[src/rtl/u8e_pkg.sv]
// u8e_pkg: shared types and constants for the utf-8 encoder with row breaks
// used by u8e_front, u8e_queue, u8e_back and the top level
// no dependencies
`default_nettype none

package u8e_pkg;

  localparam int unsigned CP_BITS      = 32;
  localparam int unsigned ROW_BITS     = 10;
  localparam int unsigned QUEUE_DEPTH  = 2;   // power of two

  localparam logic [31:0] LIM_1B       = 32'h0000_0080;
  localparam logic [31:0] LIM_2B       = 32'h0000_0800;
  localparam logic [31:0] LIM_3B       = 32'h0001_0000;
  localparam logic [31:0] LIM_4B       = 32'h0011_0000;
  localparam logic [31:0] SURR_LO      = 32'h0000_D800;
  localparam logic [31:0] SURR_HI      = 32'h0000_DFFF;

  localparam logic [7:0]  LEAD_2B      = 8'd192;
  localparam logic [7:0]  LEAD_3B      = 8'd224;
  localparam logic [7:0]  LEAD_4B      = 8'd240;
  localparam logic [7:0]  CONT_BYTE    = 8'd128;
  localparam logic [7:0]  CHAR_CR      = 8'h0D;
  localparam logic [7:0]  CHAR_LF      = 8'h0A;
  localparam logic [7:0]  ERR_BYTE     = 8'h00;
  localparam logic [9:0]  ROW_RESET    = 10'd80;

  // classified item handed from front to back
  typedef struct packed {
    logic [3:0][7:0] bytes;   // utf-8 bytes, first byte in entry 0
    logic [1:0]      nb_m1;   // utf-8 byte count minus one
    logic            crlf;    // row break follows
    logic            bad;     // not encodable
  } desc_t;

endpackage

`default_nettype wire

[src/rtl/u8e_front.sv]
// u8e_front: accepts code points, classifies and encodes them, tracks the column
// depends on u8e_pkg
`default_nettype none

module u8e_front #(
  parameter int unsigned COLUMN_BITS = 10
) (
  input  wire logic                           clk,
  input  wire logic                           rst_n,
  input  wire logic                           cfg_we,
  input  wire logic [u8e_pkg::ROW_BITS-1:0]   cfg_wdata,
  input  wire logic                           item_valid,
  input  wire logic [u8e_pkg::CP_BITS-1:0]    code_point,
  input  wire logic                           frame_start,
  input  wire logic                           q_full,
  output logic                                item_ready,
  output logic                                q_push,
  output u8e_pkg::desc_t                      q_desc
);

  localparam int unsigned EXT_BITS =
    (COLUMN_BITS > u8e_pkg::ROW_BITS) ? COLUMN_BITS : u8e_pkg::ROW_BITS;

  logic [u8e_pkg::ROW_BITS-1:0] row_len_r;
  logic [COLUMN_BITS-1:0]       col_r;
  logic [COLUMN_BITS-1:0]       col_nxt;
  logic [COLUMN_BITS-1:0]       col_base;
  logic [COLUMN_BITS-1:0]       col_inc;
  logic [COLUMN_BITS-1:0]       row_cmp;
  logic [EXT_BITS-1:0]          row_ext;
  logic                         is_bad;
  logic                         do_crlf;
  u8e_pkg::desc_t               desc;

  assign item_ready = !q_full;
  assign q_push     = item_valid && item_ready;
  assign q_desc     = desc;

  assign row_ext  = EXT_BITS'(row_len_r);
  assign row_cmp  = row_ext[COLUMN_BITS-1:0];
  assign col_base = frame_start ? '0 : col_r;
  assign col_inc  = col_base + {{(COLUMN_BITS-1){1'b0}}, 1'b1};

  assign is_bad = ((code_point >= u8e_pkg::SURR_LO) && (code_point <= u8e_pkg::SURR_HI))
                  || (code_point >= u8e_pkg::LIM_4B);
  assign do_crlf = !is_bad && (col_inc == row_cmp);

  always_comb begin
    desc       = '0;
    desc.bad   = is_bad;
    desc.crlf  = do_crlf;
    if (code_point < u8e_pkg::LIM_1B) begin
      desc.nb_m1    = 2'd0;
      desc.bytes[0] = code_point[7:0];
    end else if (code_point < u8e_pkg::LIM_2B) begin
      desc.nb_m1    = 2'd1;
      desc.bytes[0] = u8e_pkg::LEAD_2B | {3'b000, code_point[10:6]};
      desc.bytes[1] = u8e_pkg::CONT_BYTE | {2'b00, code_point[5:0]};
    end else if (code_point < u8e_pkg::LIM_3B) begin
      desc.nb_m1    = 2'd2;
      desc.bytes[0] = u8e_pkg::LEAD_3B | {4'b0000, code_point[15:12]};
      desc.bytes[1] = u8e_pkg::CONT_BYTE | {2'b00, code_point[11:6]};
      desc.bytes[2] = u8e_pkg::CONT_BYTE | {2'b00, code_point[5:0]};
    end else begin
      desc.nb_m1    = 2'd3;
      desc.bytes[0] = u8e_pkg::LEAD_4B | {5'b00000, code_point[20:18]};
      desc.bytes[1] = u8e_pkg::CONT_BYTE | {2'b00, code_point[17:12]};
      desc.bytes[2] = u8e_pkg::CONT_BYTE | {2'b00, code_point[11:6]};
      desc.bytes[3] = u8e_pkg::CONT_BYTE | {2'b00, code_point[5:0]};
    end
  end

  always_comb begin
    col_nxt = col_r;
    if (q_push) begin
      if (is_bad) begin
        col_nxt = col_base;
      end else if (do_crlf) begin
        col_nxt = '0;
      end else begin
        col_nxt = col_inc;
      end
    end
  end

  always_ff @(posedge clk) begin
    if (!rst_n) begin
      row_len_r <= u8e_pkg::ROW_RESET;
      col_r     <= '0;
    end else begin
      if (cfg_we) begin
        row_len_r <= cfg_wdata;
      end
      col_r <= col_nxt;
    end
  end

endmodule

`default_nettype wire

[src/rtl/u8e_queue.sv]
// u8e_queue: short fifo of classified items between front and back
// depends on u8e_pkg
`default_nettype none

module u8e_queue (
  input  wire logic           clk,
  input  wire logic           rst_n,
  input  wire logic           push,
  input  wire u8e_pkg::desc_t push_desc,
  input  wire logic           pop,
  output logic                full,
  output logic                empty,
  output u8e_pkg::desc_t      head
);

  localparam int unsigned DEPTH   = u8e_pkg::QUEUE_DEPTH;
  localparam int unsigned PTR_W   = (DEPTH > 1) ? $clog2(DEPTH) : 1;
  localparam int unsigned CNT_W   = $clog2(DEPTH + 1);

  u8e_pkg::desc_t   mem_r [DEPTH];
  logic [PTR_W-1:0] wr_ptr_r;
  logic [PTR_W-1:0] rd_ptr_r;
  logic [CNT_W-1:0] cnt_r;
  logic [CNT_W-1:0] cnt_nxt;

  assign full  = (cnt_r == CNT_W'(DEPTH));
  assign empty = (cnt_r == '0);
  assign head  = mem_r[rd_ptr_r];

  always_comb begin
    cnt_nxt = cnt_r;
    if (push && !pop) begin
      cnt_nxt = cnt_r + {{(CNT_W-1){1'b0}}, 1'b1};
    end else if (pop && !push) begin
      cnt_nxt = cnt_r - {{(CNT_W-1){1'b0}}, 1'b1};
    end
  end

  always_ff @(posedge clk) begin
    if (push) begin
      mem_r[wr_ptr_r] <= push_desc;
    end
  end

  always_ff @(posedge clk) begin
    if (!rst_n) begin
      wr_ptr_r <= '0;
      rd_ptr_r <= '0;
      cnt_r    <= '0;
    end else begin
      if (push) begin
        wr_ptr_r <= wr_ptr_r + {{(PTR_W-1){1'b0}}, 1'b1};
      end
      if (pop) begin
        rd_ptr_r <= rd_ptr_r + {{(PTR_W-1){1'b0}}, 1'b1};
      end
      cnt_r <= cnt_nxt;
    end
  end

  a_no_overflow: assert property (@(posedge clk) disable iff (!rst_n)
    push |-> (cnt_r < CNT_W'(DEPTH)))
    else $error("push into full queue");

  a_no_underflow: assert property (@(posedge clk) disable iff (!rst_n)
    pop |-> (cnt_r != '0))
    else $error("pop from empty queue");

endmodule

`default_nettype wire

[src/rtl/u8e_back.sv]
// u8e_back: sends item bytes and any cr lf, one byte per cycle while out_ready
// depends on u8e_pkg
`default_nettype none

module u8e_back (
  input  wire logic           clk,
  input  wire logic           rst_n,
  input  wire logic           q_empty,
  input  wire u8e_pkg::desc_t q_head,
  output logic                q_pop,
  output logic                out_valid,
  input  wire logic           out_ready,
  output logic [7:0]          out_byte,
  output logic                out_last,
  output logic                out_bad
);

  logic [2:0] pos_r;
  logic [2:0] pos_nxt;
  logic [2:0] last_idx;
  logic [2:0] nb_m1_ext;
  logic [7:0] sel_byte;
  logic       sel_last;
  logic       slot_free;
  logic       emit;
  logic       valid_r;
  logic [7:0] byte_r;
  logic       last_r;
  logic       bad_r;

  assign nb_m1_ext = {1'b0, q_head.nb_m1};
  assign last_idx  = q_head.bad ? 3'd0 : (nb_m1_ext + (q_head.crlf ? 3'd2 : 3'd0));
  assign sel_last  = (pos_r == last_idx);
  assign slot_free = !valid_r || out_ready;
  assign emit      = slot_free && !q_empty;
  assign q_pop     = emit && sel_last;

  always_comb begin
    if (q_head.bad) begin
      sel_byte = u8e_pkg::ERR_BYTE;
    end else if (pos_r <= nb_m1_ext) begin
      sel_byte = q_head.bytes[pos_r[1:0]];
    end else if (pos_r == (nb_m1_ext + 3'd1)) begin
      sel_byte = u8e_pkg::CHAR_CR;
    end else begin
      sel_byte = u8e_pkg::CHAR_LF;
    end
  end

  always_comb begin
    pos_nxt = pos_r;
    if (emit) begin
      pos_nxt = sel_last ? 3'd0 : (pos_r + 3'd1);
    end
  end

  always_ff @(posedge clk) begin
    if (emit) begin
      byte_r <= sel_byte;
      last_r <= sel_last;
      bad_r  <= q_head.bad;
    end
  end

  always_ff @(posedge clk) begin
    if (!rst_n) begin
      valid_r <= 1'b0;
      pos_r   <= 3'd0;
    end else begin
      if (slot_free) begin
        valid_r <= !q_empty;
      end
      pos_r <= pos_nxt;
    end
  end

  assign out_valid = valid_r;
  assign out_byte  = byte_r;
  assign out_last  = last_r;
  assign out_bad   = bad_r;

  a_pos_range: assert property (@(posedge clk) disable iff (!rst_n)
    pos_r <= 3'd5)
    else $error("byte position out of range");

  a_bad_is_last: assert property (@(posedge clk) disable iff (!rst_n)
    (valid_r && bad_r) |-> (last_r && (byte_r == u8e_pkg::ERR_BYTE)))
    else $error("error result not a single zero byte");

  a_pos_restart: assert property (@(posedge clk) disable iff (!rst_n)
    q_pop |=> (pos_r == 3'd0))
    else $error("position not restarted after item");

endmodule

`default_nettype wire

[src/rtl/utf8_encoder_with_row_breaks_unit.sv]
// utf8_encoder_with_row_breaks_unit: top level of the utf-8 encoder with row breaks
// depends on u8e_pkg, u8e_front, u8e_queue, u8e_back
//
// in_* channel: one transaction per code point; in_tdata carries the code point and
//   in_tuser marks the start of a frame, which clears the column count first.
// out_* channel: one transaction per output byte; out_tlast ends the bytes of one
//   code point, out_tuser flags a code point that cannot be encoded (a surrogate or
//   0x110000 and above), sent as a single zero byte with no column change.
// cfg_we/cfg_wdata write the row length (reset 80); after that many encoded code
//   points a cr lf pair is appended. write it only while the block is idle.
// the first byte of a code point is written into the queue, then into the output
//   register of u8e_back, before it shows on out_*.
// throughput: the output side moves one byte per cycle while out_tready is high;
//   a code point makes 1 to 6 bytes (utf-8 length 1-4 plus 2 for a row break);
//   the input side keeps accepting while a two-entry queue has room.
// reset empties the queue, drops out_tvalid, clears the column count and sets the
//   row length back to 80.
// when out_tready is low the current byte holds and the queue fills, after which
//   in_tready drops.

`default_nettype none

module utf8_encoder_with_row_breaks_unit #(
  parameter int unsigned COLUMN_BITS = 10
) (
  input  wire logic                          clk,
  input  wire logic                          rst_n,
  input  wire logic                          cfg_we,
  input  wire logic [u8e_pkg::ROW_BITS-1:0]  cfg_wdata,
  input  wire logic                          in_tvalid,
  output logic                               in_tready,
  input  wire logic [31:0]                   in_tdata,   // [31:0] code_point
  input  wire logic                          in_tuser,   // [0] frame_start
  output logic                               out_tvalid,
  input  wire logic                          out_tready,
  output logic [7:0]                         out_tdata,  // [7:0] out_byte
  output logic                               out_tlast,
  output logic                               out_tuser   // [0] bad_code_point
);

  logic           q_push;
  logic           q_pop;
  logic           q_full;
  logic           q_empty;
  u8e_pkg::desc_t q_in;
  u8e_pkg::desc_t q_head;

  u8e_front #(
    .COLUMN_BITS (COLUMN_BITS)
  ) u_front (
    .clk         (clk),
    .rst_n       (rst_n),
    .cfg_we      (cfg_we),
    .cfg_wdata   (cfg_wdata),
    .item_valid  (in_tvalid),
    .code_point  (in_tdata),
    .frame_start (in_tuser),
    .q_full      (q_full),
    .item_ready  (in_tready),
    .q_push      (q_push),
    .q_desc      (q_in)
  );

  u8e_queue u_queue (
    .clk       (clk),
    .rst_n     (rst_n),
    .push      (q_push),
    .push_desc (q_in),
    .pop       (q_pop),
    .full      (q_full),
    .empty     (q_empty),
    .head      (q_head)
  );

  u8e_back u_back (
    .clk       (clk),
    .rst_n     (rst_n),
    .q_empty   (q_empty),
    .q_head    (q_head),
    .q_pop     (q_pop),
    .out_valid (out_tvalid),
    .out_ready (out_tready),
    .out_byte  (out_tdata),
    .out_last  (out_tlast),
    .out_bad   (out_tuser)
  );

endmodule

`default_nettype wire

[config.mk]
export PLATFORM = sky130hd
export DESIGN_NAME = utf8_encoder_with_row_breaks_unit
export DESIGN_NICKNAME = d
export VERILOG_FILES = /design/src/rtl/u8e_pkg.sv /design/src/rtl/u8e_front.sv /design/src/rtl/u8e_queue.sv /design/src/rtl/u8e_back.sv /design/src/rtl/utf8_encoder_with_row_breaks_unit.sv
export SDC_FILE = /design/constraint.sdc
export NUM_CORES = 1
export LEC_CHECK = 0
export ABC_AREA = 1
export ABC_CLOCK_PERIOD_IN_PS = 2500
export BUFFER_PORTS_ARGS = -buffer_cell sky130_fd_sc_hd__buf_2
export CORE_ASPECT_RATIO = 0.9
export CORE_MARGIN = 2
export CORE_UTILIZATION = 53
export CTS_CLUSTER_SIZE = 10
export DETAILED_ROUTE_END_ITERATION = 6
export PLACE_DENSITY_LB_ADDON = 0.05
export RECOVER_POWER = 100
export SYNTH_ARGS = -nofsm -noshare
export SYNTH_HDL_FRONTEND = slang
export SYNTH_SLANG_ARGS = --single-unit
[constraint.sdc]
create_clock -name clk -period 2.5 [get_ports clk]
set_clock_uncertainty 0.15 [all_clocks]
set_input_delay 0.25 -clock clk [delete_from_list [all_inputs] [get_ports clk]]
set_output_delay 0.25 -clock clk [all_outputs]
set_load 0.01 [all_outputs]
==> results of run 1 <==
[cell families (layout without fill, tap and decap cells)]
family / count (synthesis) / in the layout
xor+xnor: 8 / 8
fa+ha+maj: 7 / 7
buf+inv: 84 / 167
flops: 103 / 103
simple gates: 246 / 246
compound gates: 132 / 132
[state kept, by name, summed over array words and instances (netlist names), named ones only]
register / flops
u_queue.mem_r: 64
u_front.col_r: 10
u_front.row_cmp: 10
u_back.out_byte: 8
u_back.pos_r: 3
u_queue.cnt_r: 2
u_back.out_bad: 1
u_back.out_last: 1
u_back.out_valid: 1
u_queue.rd_ptr_r: 1
u_queue.wr_ptr_r: 1
[through the flow]
| step | cells | total power, mW | setup TNS (ns) |
|---|---|---|---|
| 2_1_floorplan | 580 | 3.58 | 0 |
| 3_3_place_gp | 757 | 4.14 | 0 |
| 3_5_place_dp | 757 | 4.19 | 0 |
| 4_1_cts | 783 | 5.15 | 0 |
| 5_1_grt | 785 | 5.53 | -0.101 |
| 6_report | 785 | 5.17 | 0 |
[area by class of cell]
class / instances / area, sq um
flip-flops and latches: 103 / 2800
fillers: 819 / 3310
clock inverters: 5 / 40.0
inverters: 59 / 224
multi-input cells: 393 / 2020
well taps: 122 / 153
repair buffers: 92 / 524
clock buffers: 11 / 131
[metal layers]
layer  part of all wire  routed length [um]  global-route usage
met2               0.45                5360               0.346
met4              0.013                 160              0.0709
met5                  0                   0                   0
met3              0.083                 998              0.0553
met1               0.46                5450               0.352
[synth_stat cells (all sizes together), types with 2 or more instances]
library cell	instances
nand4	7
nand3	32
o22ai	15
a21oi	43
xor2	6
inv	59
buf	6
xnor2	2
o221ai	6
clkbuf	19
nand3b	2
nand2	107
nor2	91
o211ai	2
a221oi	2
o21ai	52
o21bai	2
edfxtp	74
a31oi	6
ha	7
dfxtp	29
nor4	2
[worst max path at each step]
stage	from	end	slack [ns]	cells past startpoint
floorplan	register	u_queue.cnt_r[1]$_SDFFE_PN0P_	0.002	15
global placement	u_queue.mem_r[1][27]$_DFFE_PP_	u_queue.cnt_r[1]$_SDFFE_PN0P_	0.08	13
detailed placement	register	u_queue.cnt_r[1]$_SDFFE_PN0P_	0.07	14
CTS	register	u_queue.cnt_r[1]$_SDFFE_PN0P_	0.05	14
global route	register	u_queue.cnt_r[1]$_SDFFE_PN0P_	-0.03	14
finish	register	u_back.out_byte[1]$_SDFFCE_PP0P_	0.13	10
[worst max-delay path, cell delays in order, from the launching register on]
cell and delay, ns:
dfxtp_2 0.36, inv_4 0.03, or2_4 0.24, o21ai_4 0.06, inv_2 0.07, buf_4 0.13, ha_1 0.28, xor2_1 0.15
or4_4 0.53, nand2_1 0.07, nor2_1 0.04
[power by group through the flow]
stage / Sequential (mW) / Clock (mW) / Combinational (mW)
after global routing: 2.33 / 1.05 / 2.15
after floorplan: 2.34 / 0 / 1.24
after detailed placement: 2.33 / 0 / 1.86
after global placement: 2.33 / 0 / 1.81
final: 2.30 / 0.955 / 1.91
after CTS: 2.30 / 0.982 / 1.87
[what timing repair did]
| action | in CTS | in global routing |
|---|---|---|
| hold buffers | 10 | 0 |
| resized for setup | 0 | 13 |
| setup endpoints to repair | 0 | 14 |
| hold endpoints to repair | 8 | 0 |
| buffers inserted | 0 | 2 |
==> reports/metrics.csv, run 1 <==
stage,metric,value,unit
worst_setup_path,crit path DAT,2.35,ns
worst_setup_path,FF-to-FF path depth,10,
route,via count,4275,
worst_setup_path,r2r endpoint,u_back.out_byte[1]$_SDFFCE_PP0P_,
synthesis,Synth top area share,0.437,
finish,post-layout util,0.640,
finish,"commonest non-fill, non-tap cell in the layout",nand2_1,
worst_setup_path,Startpoint Class,register,
clock_network,TritonCTS clock tree,done,
place,IO buf count,59,
clock_network,CTS root buf,clkbuf_8,
clock_network,CTS Buf Count,9,
pwr,VDD IR max,597,uV
synthesis,Synth Area in Compound Gates,0.145,
worst_setup_path,worst-path fanout max,3,
synthesis,"Seq/Total Area, Yosys",0.551,
global_route,largest net degree at the start of global routing,34,
place,pre-CTS setup slack,0.0675,ns
min_path,Worst Hold Launch,cfg_wdata[0],
synthesis,top post-synthesis cells by area,"edfxtp_1 44%, dfxtp_1 11%, nand2_1 7.7%",
timing,crit share post-route,0.947,
place,Placed Area,5600,sq um
pwr,Clock power frac,0.185,
pwr,sequential power share,0.446,
outcome,status,finished clean,
finish,Inserted Diodes,0,
pwr,LEAKAGE,2.29,nW
clock_network,"Clk Latency, worst-skew pair",0.37,ns
synthesis,Most used DFF post-synth,edfxtp_1,
pwr,Sw Share,0.373,
floorplanning,row cnt,33,
place,detailed placer's ending HPWL,8.27,mm
finish,most frequent cells in the layout,"105 x nand2_1, 85 x nor2_1, 74 x edfxtp_1",
finish,synthesis-to-finish area growth,15.9,%
min_path,end of the worst hold path,u_front.row_cmp[0]$_SDFFE_PN0P_,
route,Vias/cell,5.45,
floorplanning,io pins,60,
pwr,PwrDens,876,nW/um^2
floorplanning,core area,9210,sq um
timing,Worst slew margin,0.386,
synthesis,main combinational cell family by area after synthesis,simple AND/OR/NAND/NOR gates,
timing,Tmin final,2.37,ns
finish,share of layout cells above drive strength 1,0.154,
route,first drt pass iteration count,5,
clock_network,maximum clock path buffer count,2,
timing,Worst Max-Slew Pin Slew,0.920,ns
timing,Final Slew Violations,0,
min_path,Hold Path Class,in -> reg,
synthesis,Synth Cell Area,5090,sq um
synthesis,#FFs+latches synth,103,
synthesis,xor and xnor area share after synthesis,0.0138,
place,gpl congestion,0.919,
synthesis,Synth cell types,38,
global_route,first-pass GRT wire length,19.1,mm
synthesis,Syn Area/Cell,8.77,sq um
global_route,GRT Overall Usage,0.237,
min_path,Hold Path Cell Cnt,3,
route,drt drc,0,
run,max-cap violation count,0,
clock_network,Clock Sinks,103,
floorplanning,die area,10400,sq um
timing,f_max,422,MHz
route,Routed WL per cell,15.2,um
synthesis,Mapped Nets,635,
floorplanning,die height,96.9,um
synthesis,mux share of post-synthesis cell area,0,
worst_setup_path,Critical Path RT,2.48,ns
floorplanning,Initial Util,0.552,
worst_setup_path,CP Class,reg -> reg,
finish,Final nets,713,
route,Antenna Nets Post-Route,0,
pwr,Int Power,3.24,mW
timing,min setup slack post-route,0.133,ns
global_route,GR Overflow Total,0,
global_route,initial antenna violation count,0,
timing,hold slack,0.0236,ns
timing,Final Hold Fails,0,
synthesis,Post-Syn Instances,580,
synthesis,Adder-Cell Fraction of Synth Area,0.0172,
timing,Final Setup Violations,0,
synthesis,"EDFF count, synth",74,
synthesis,warnings from Yosys,0,
route,Iter 0 DRT Violations,339,
worst_setup_path,flop2flop setup slack,0.13,ns
synthesis,Async SR Flop Fraction,0,
clock_network,clock slew at reported path FFs,0.10,ns
clock_network,H-tree Lvls,3,
pwr,Gate power share,0.369,
finish,"Design Area, Final",5900,sq um
timing,unrepaired setup endpoints after global routing,true,
synthesis,simple-gate area share of the yosys netlist,0.205,
route,WL final,12.0,mm
pwr,Switch Pwr,1.93,mW
worst_setup_path,Crit. End Element,register,
global_route,number of global-route vias before repair,3920,
synthesis,Yosys top cell by area,edfxtp_1,
floorplanning,DIE WIDTH,107,um
Power figures use the tool's default switching activity.
==> run 2: changes to the inputs <==
- PLACE_DENSITY: default -> 0.75
- PLACE_DENSITY_LB_ADDON: 0.05 -> default
==> run 2 against run 1 <==
  * Wire length rose by 4.4%
  * Clock power up 9%
  * First-iteration DRC count up 47%
  * Worst setup slack lost 0.054 ns
  * Sequential share of layout area down 0.45 points
  * Non-clock buffer count is the same
  * Power increased by 2.4%
  * Die area unchanged
==> reports/metrics.csv, run 2 (synthesized netlist as in run 1, its figures left out) <==
stage,metric,value,unit
timing,crit share post-route,0.968,
worst_setup_path,CP Class,reg -> reg,
global_route,initial antenna violation count,0,
min_path,Hold Path Class,in -> reg,
worst_setup_path,worst path bufs/invs,2,
timing,Tmin final,2.42,ns
finish,most frequent cells in the layout,"106 x nand2_1, 83 x nor2_1, 74 x edfxtp_1",
place,detailed placer's ending HPWL,8.65,mm
global_route,GR Overflow Total,0,
clock_network,H-tree Lvls,3,
pwr,PwrDens,888,nW/um^2
route,via count,4493,
route,Routed WL per cell,15.9,um
floorplanning,core area,9210,sq um
route,Iter 0 DRT Violations,499,
worst_setup_path,crit-path most repeated cell,nand2_1,
worst_setup_path,CP max-delay cell,or4_1,
timing,hold slack,0.0202,ns
route,WL final,12.5,mm
finish,post-layout util,0.647,
worst_setup_path,Crit. End Element,register,
timing,Worst Max-Slew Pin Slew,0.845,ns
floorplanning,die area,10400,sq um
finish,"commonest non-fill, non-tap cell in the layout",nand2_1,
clock_network,CTS Buf Count,9,
clock_network,Clock Sinks,103,
place,IO buf count,59,
global_route,GRT Overall Usage,0.244,
clock_network,maximum clock path buffer count,2,
finish,synthesis-to-finish area growth,17.1,%
global_route,first-pass GRT wire length,20.0,mm
place,gpl congestion,0.874,
clock_network,clock slew at reported path FFs,0.11,ns
worst_setup_path,CP cell instances,buf_4 > buf_4 > nand2_1 > nand2_1 > ha_1 > xor2_1 > or4_1 > nand2_1 > nor2_1,
worst_setup_path,max incr delay on CP,0.55,ns
pwr,VDD IR max,449,uV
worst_setup_path,CP top delay family,simple AND/OR/NAND/NOR gates,
finish,Largest Register,u_queue.mem_r,
worst_setup_path,crit path DAT,2.40,ns
timing,Post-Route Setup TNS,0,ns
finish,Inserted Diodes,0,
outcome,status,finished clean,
clock_network,"Clk Latency, worst-skew pair",0.38,ns
floorplanning,die height,96.9,um
place,DP Cell Count,757,
timing,Final Setup Violations,0,
clock_network,TritonCTS clock tree,done,
route,Vias/cell,5.72,
route,drt drc,0,
floorplanning,io pins,60,
worst_setup_path,worst-path fanout max,16,
run,max-cap violation count,0,
timing,Final Slew Violations,0,
global_route,number of global-route vias before repair,4230,
floorplanning,row cnt,33,
floorplanning,DIE WIDTH,107,um
clock_network,CTS root buf,clkbuf_8,
timing,f_max,413,MHz
route,first drt pass iteration count,5,
finish,Final nets,714,
finish,max reg flops,64,
finish,Final Non-Filler Cells,786,
timing,unrepaired setup endpoints after global routing,true,
route,Antenna Nets Post-Route,0,
floorplanning,Initial Util,0.552,
pwr,LEAKAGE,2.33,nW
finish,share of layout cells above drive strength 1,0.166,
timing,Final Hold Fails,0,
worst_setup_path,Startpoint Class,register,
timing,Worst slew margin,0.437,
worst_setup_path,Critical Path RT,2.48,ns
global_route,largest net degree at the start of global routing,34,
-- run 2: cell types whose count changed in the layout (fill, tap and decap cells not counted), sizes merged --
cell,change
dlygate4sd3,-3
buf,+8
clkbuf,-7
clkinv,+1
clkinvlp,+1
nand4,+1
-- run 2: worst paths after layout --
check / start / endpoint / slack (ns) / cells after the start
setup / recovery: register / u_back.out_byte[1]$_SDFFCE_PP0P_ / 0.08 / 9
hold / removal: cfg_wdata[3] / u_front.row_cmp[3]$_SDFFE_PN0P_ / 0.02 / 3
setup reg to reg: register / u_back.out_byte[1]$_SDFFCE_PP0P_ / 0.08 / 9
hold reg to reg: u_front.row_cmp[5]$_SDFFE_PN0P_ / u_front.row_cmp[5]$_SDFFE_PN0P_ / 0.33 / 2
-- run 2: area by class of cell --
class	count	area, sq um
flip-flops and latches	103	2810
inverters	59	224
repair buffers	92	532
multi-input cells	394	2040
fillers	755	3250
clock buffers	9	124
well taps	122	153
clock inverters	7	82.6
-- run 2: per-layer routing --
layer / wire length [um] / track usage
met5: 0 / 0
met4: 183 / 0.0829
met3: 1010 / 0.0573
met2: 5910 / 0.381
met1: 5390 / 0.334
-- run 2: power breakdown --
group	total, mW	switching [mW]	leakage, nW	internal, mW
registers	2.31	0.123	0.878	2.19
logic	1.94	1.23	1.35	0.716
clock network	1.04	0.642	0.0991	0.398
total	5.29	1.99	2.33	3.30
-- run 2: worst reg2reg max path: cells and delay by family, from the launching register on --
kind,cells,cell delay [ns]
buf+inv,2,0.34
fa+ha+maj,1,0.32
flops,1,0.37
simple gates,5,0.86
xor+xnor,1,0.14
-- run 2: stage by stage --
step	setup WS, ns	cell area [sq um]	power [mW]
global placement	0.0312	5600	4.09
global route	-0.0293	5960	5.60
floorplan	0.00166	5110	3.58
detailed placement	-0.0284	5600	4.17
CTS	0.0131	5880	5.22
finish	0.0792	5960	5.29
-- run 2: timing repair --
item                                    CTS  global route
hold buffers                              7             0
pin swaps                                 0             8
endpoints found under the setup margin    2            17
gates cloned                              0             1
buffers inserted                          1             4
gates resized for setup                   1            14
hold endpoints to repair                  7             0
==> run 3: changes to the inputs <==
- ABC_CLOCK_PERIOD_IN_PS: 2500 -> 2900
- CORE_UTILIZATION: 53 -> 63
- PLACE_DENSITY: 0.75 -> 0.84
- REMOVE_ABC_BUFFERS: default -> 1
- clock period: 2.5 -> 2.9 ns (I/O delays scaled with it)
==> run 3 against run 2 <==
  * Clock-buffer cell count is the same
  * Core utilization grew 7.4 points
  * Cell count shrank 4.6%
  * Highest routed layer unchanged
==> reports/metrics.csv, run 3 (synthesized netlist as in run 1, its figures left out) <==
stage,metric,value,unit
timing,Tmin final,2.76,ns
clock_network,maximum clock path buffer count,2,
floorplanning,io pins,60,
global_route,largest net degree at the start of global routing,34,
run,max-cap violation count,0,
route,WL final,12.1,mm
worst_setup_path,max incr delay on CP,0.40,ns
timing,Post-Route Setup TNS,0,ns
floorplanning,DIE WIDTH,98.7,um
route,via count,4509,
route,Iter 0 DRT Violations,489,
floorplanning,die area,8810,sq um
worst_setup_path,CP max-delay cell,dfxtp_2,
worst_setup_path,CP cell instances,inv_4 > or2_2 > o21ai_2 > inv_1 > ha_1 > nand2_1 > xor2_1 > nor3b_2 > nand2_2 > ha_1 > a21oi_1 > o21ai_0 > o21ai_1 > a21oi_1,
place,detailed placer's ending HPWL,8.31,mm
global_route,number of global-route vias before repair,4059,
pwr,PwrDens,779,nW/um^2
global_route,first-pass GRT wire length,18.9,mm
floorplanning,die height,89.2,um
clock_network,CTS root buf,clkbuf_8,
timing,f_max,362,MHz
pwr,VDD IR max,353,uV
worst_setup_path,Critical Path RT,3.01,ns
finish,Final nets,701,
floorplanning,core area,7950,sq um
timing,Final Hold Fails,0,
finish,max reg flops,64,
worst_setup_path,Crit. End Element,register,
floorplanning,Initial Util,0.640,
global_route,GRT Overall Usage,0.277,
worst_setup_path,Startpoint Class,register,
route,drt drc,0,
finish,fillers,621,
place,DP Cell Count,728,
place,IO buf count,59,
timing,crit share post-route,0.952,
route,Routed WL per cell,16.1,um
worst_setup_path,crit path DAT,2.87,ns
clock_network,clock slew at reported path FFs,0.10,ns
finish,synthesis-to-finish area growth,12.7,%
min_path,Hold Path Class,in -> reg,
finish,Final Non-Filler Cells,750,
clock_network,CTS Buf Count,9,
worst_setup_path,worst-path fanout max,4,
clock_network,TritonCTS clock tree,done,
timing,Final Setup Violations,0,
finish,Multi-input gate area,1950,sq um
place,gpl congestion,0.902,
finish,most frequent cells in the layout,"106 x nand2_1, 88 x nor2_1, 74 x edfxtp_1",
clock_network,Clock Sinks,103,
timing,Worst Max-Slew Pin Slew,0.921,ns
timing,hold slack,0.0390,ns
clock_network,"Clk Latency, worst-skew pair",0.37,ns
route,first drt pass iteration count,6,
finish,"commonest non-fill, non-tap cell in the layout",nand2_1,
finish,Largest Register,u_queue.mem_r,
finish,Inserted Diodes,0,
route,Antenna Nets Post-Route,0,
finish,Register Area,2800,sq um
clock_network,H-tree Lvls,3,
route,Vias/cell,6.01,
place,Placed Area,5500,sq um
pwr,LEAKAGE,2.24,nW
finish,"Design Area, Final",5730,sq um
floorplanning,row cnt,31,
global_route,GR Overflow Total,0,
outcome,status,finished clean,
timing,Worst slew margin,0.386,
finish,share of layout cells above drive strength 1,0.129,
timing,Final Slew Violations,0,
worst_setup_path,CP Class,reg -> reg,
global_route,initial antenna violation count,0,
run 3: worst paths after layout:
kind                                        start                               to  slack (ns)  cells past startpoint
hold reg to reg   u_front.row_cmp[9]$_SDFFE_PN0P_  u_front.row_cmp[9]$_SDFFE_PN0P_        0.34                      2
setup reg to reg                         register    u_queue.cnt_r[1]$_SDFFE_PN0P_        0.14                     14
hold / removal                       cfg_wdata[9]  u_front.row_cmp[9]$_SDFFE_PN0P_        0.04                      3
setup / recovery                         register    u_queue.cnt_r[1]$_SDFFE_PN0P_        0.14                     14
run 3: through the flow:
step           setup slack, ns  power (mW)  utilization
2_1_floorplan           -0.421        2.97            -
3_3_place_gp             0.211        3.43        0.692
3_5_place_dp            0.0292        3.51        0.692
4_1_cts                 0.0272        4.45        0.725
5_1_grt              -0.000351        4.71        0.721
6_report                 0.141        4.47        0.721
run 3: layer usage:
metal	GRT usage	share of wire	vias up	routed length, um
li1	-	-	2130	-
met1	0.368	0.40	2097	4790
met2	0.456	0.48	241	5820
met3	0.0625	0.099	41	1200
met4	0.0984	0.021	0	259
met5	0	0	-	0
run 3: where the power goes:
part,internal (mW),total (mW),leakage [nW],switching (mW)
Combinational,0.520,1.52,1.26,0.996
Clock,0.419,0.945,0.104,0.527
Sequential,1.88,2.01,0.877,0.123
run 3: cell type report:
| class | instances | area share |
|---|---|---|
| clock buffer | 9 | 0.0216 |
| tap | 99 | 0.0216 |
| multi-input combinational | 393 | 0.339 |
| timing repair buffer | 80 | 0.0742 |
| sequential | 103 | 0.489 |
| clock inverter | 7 | 0.0151 |
| inverter | 59 | 0.0391 |
run 3: worst max-delay path, delay by kind of cell (launching register included):
kind,cells,cell delay [ns]
AOI/OAI and AO/OA,5,0.54
xor gates and xnor gates,1,0.15
adders and majority gates,2,0.61
buffers and inverters,2,0.13
DFF,1,0.40
and+or+nand+nor,4,0.68
run 3: timing repair:
action | in CTS | in global routing
pin swaps | 0 | 1
endpoints found under the setup margin | 1 | 1
endpoints found under the hold margin | 5 | 0
gates resized for setup | 1 | 3
setup buffers | 0 | 1
hold buffers | 5 | 0
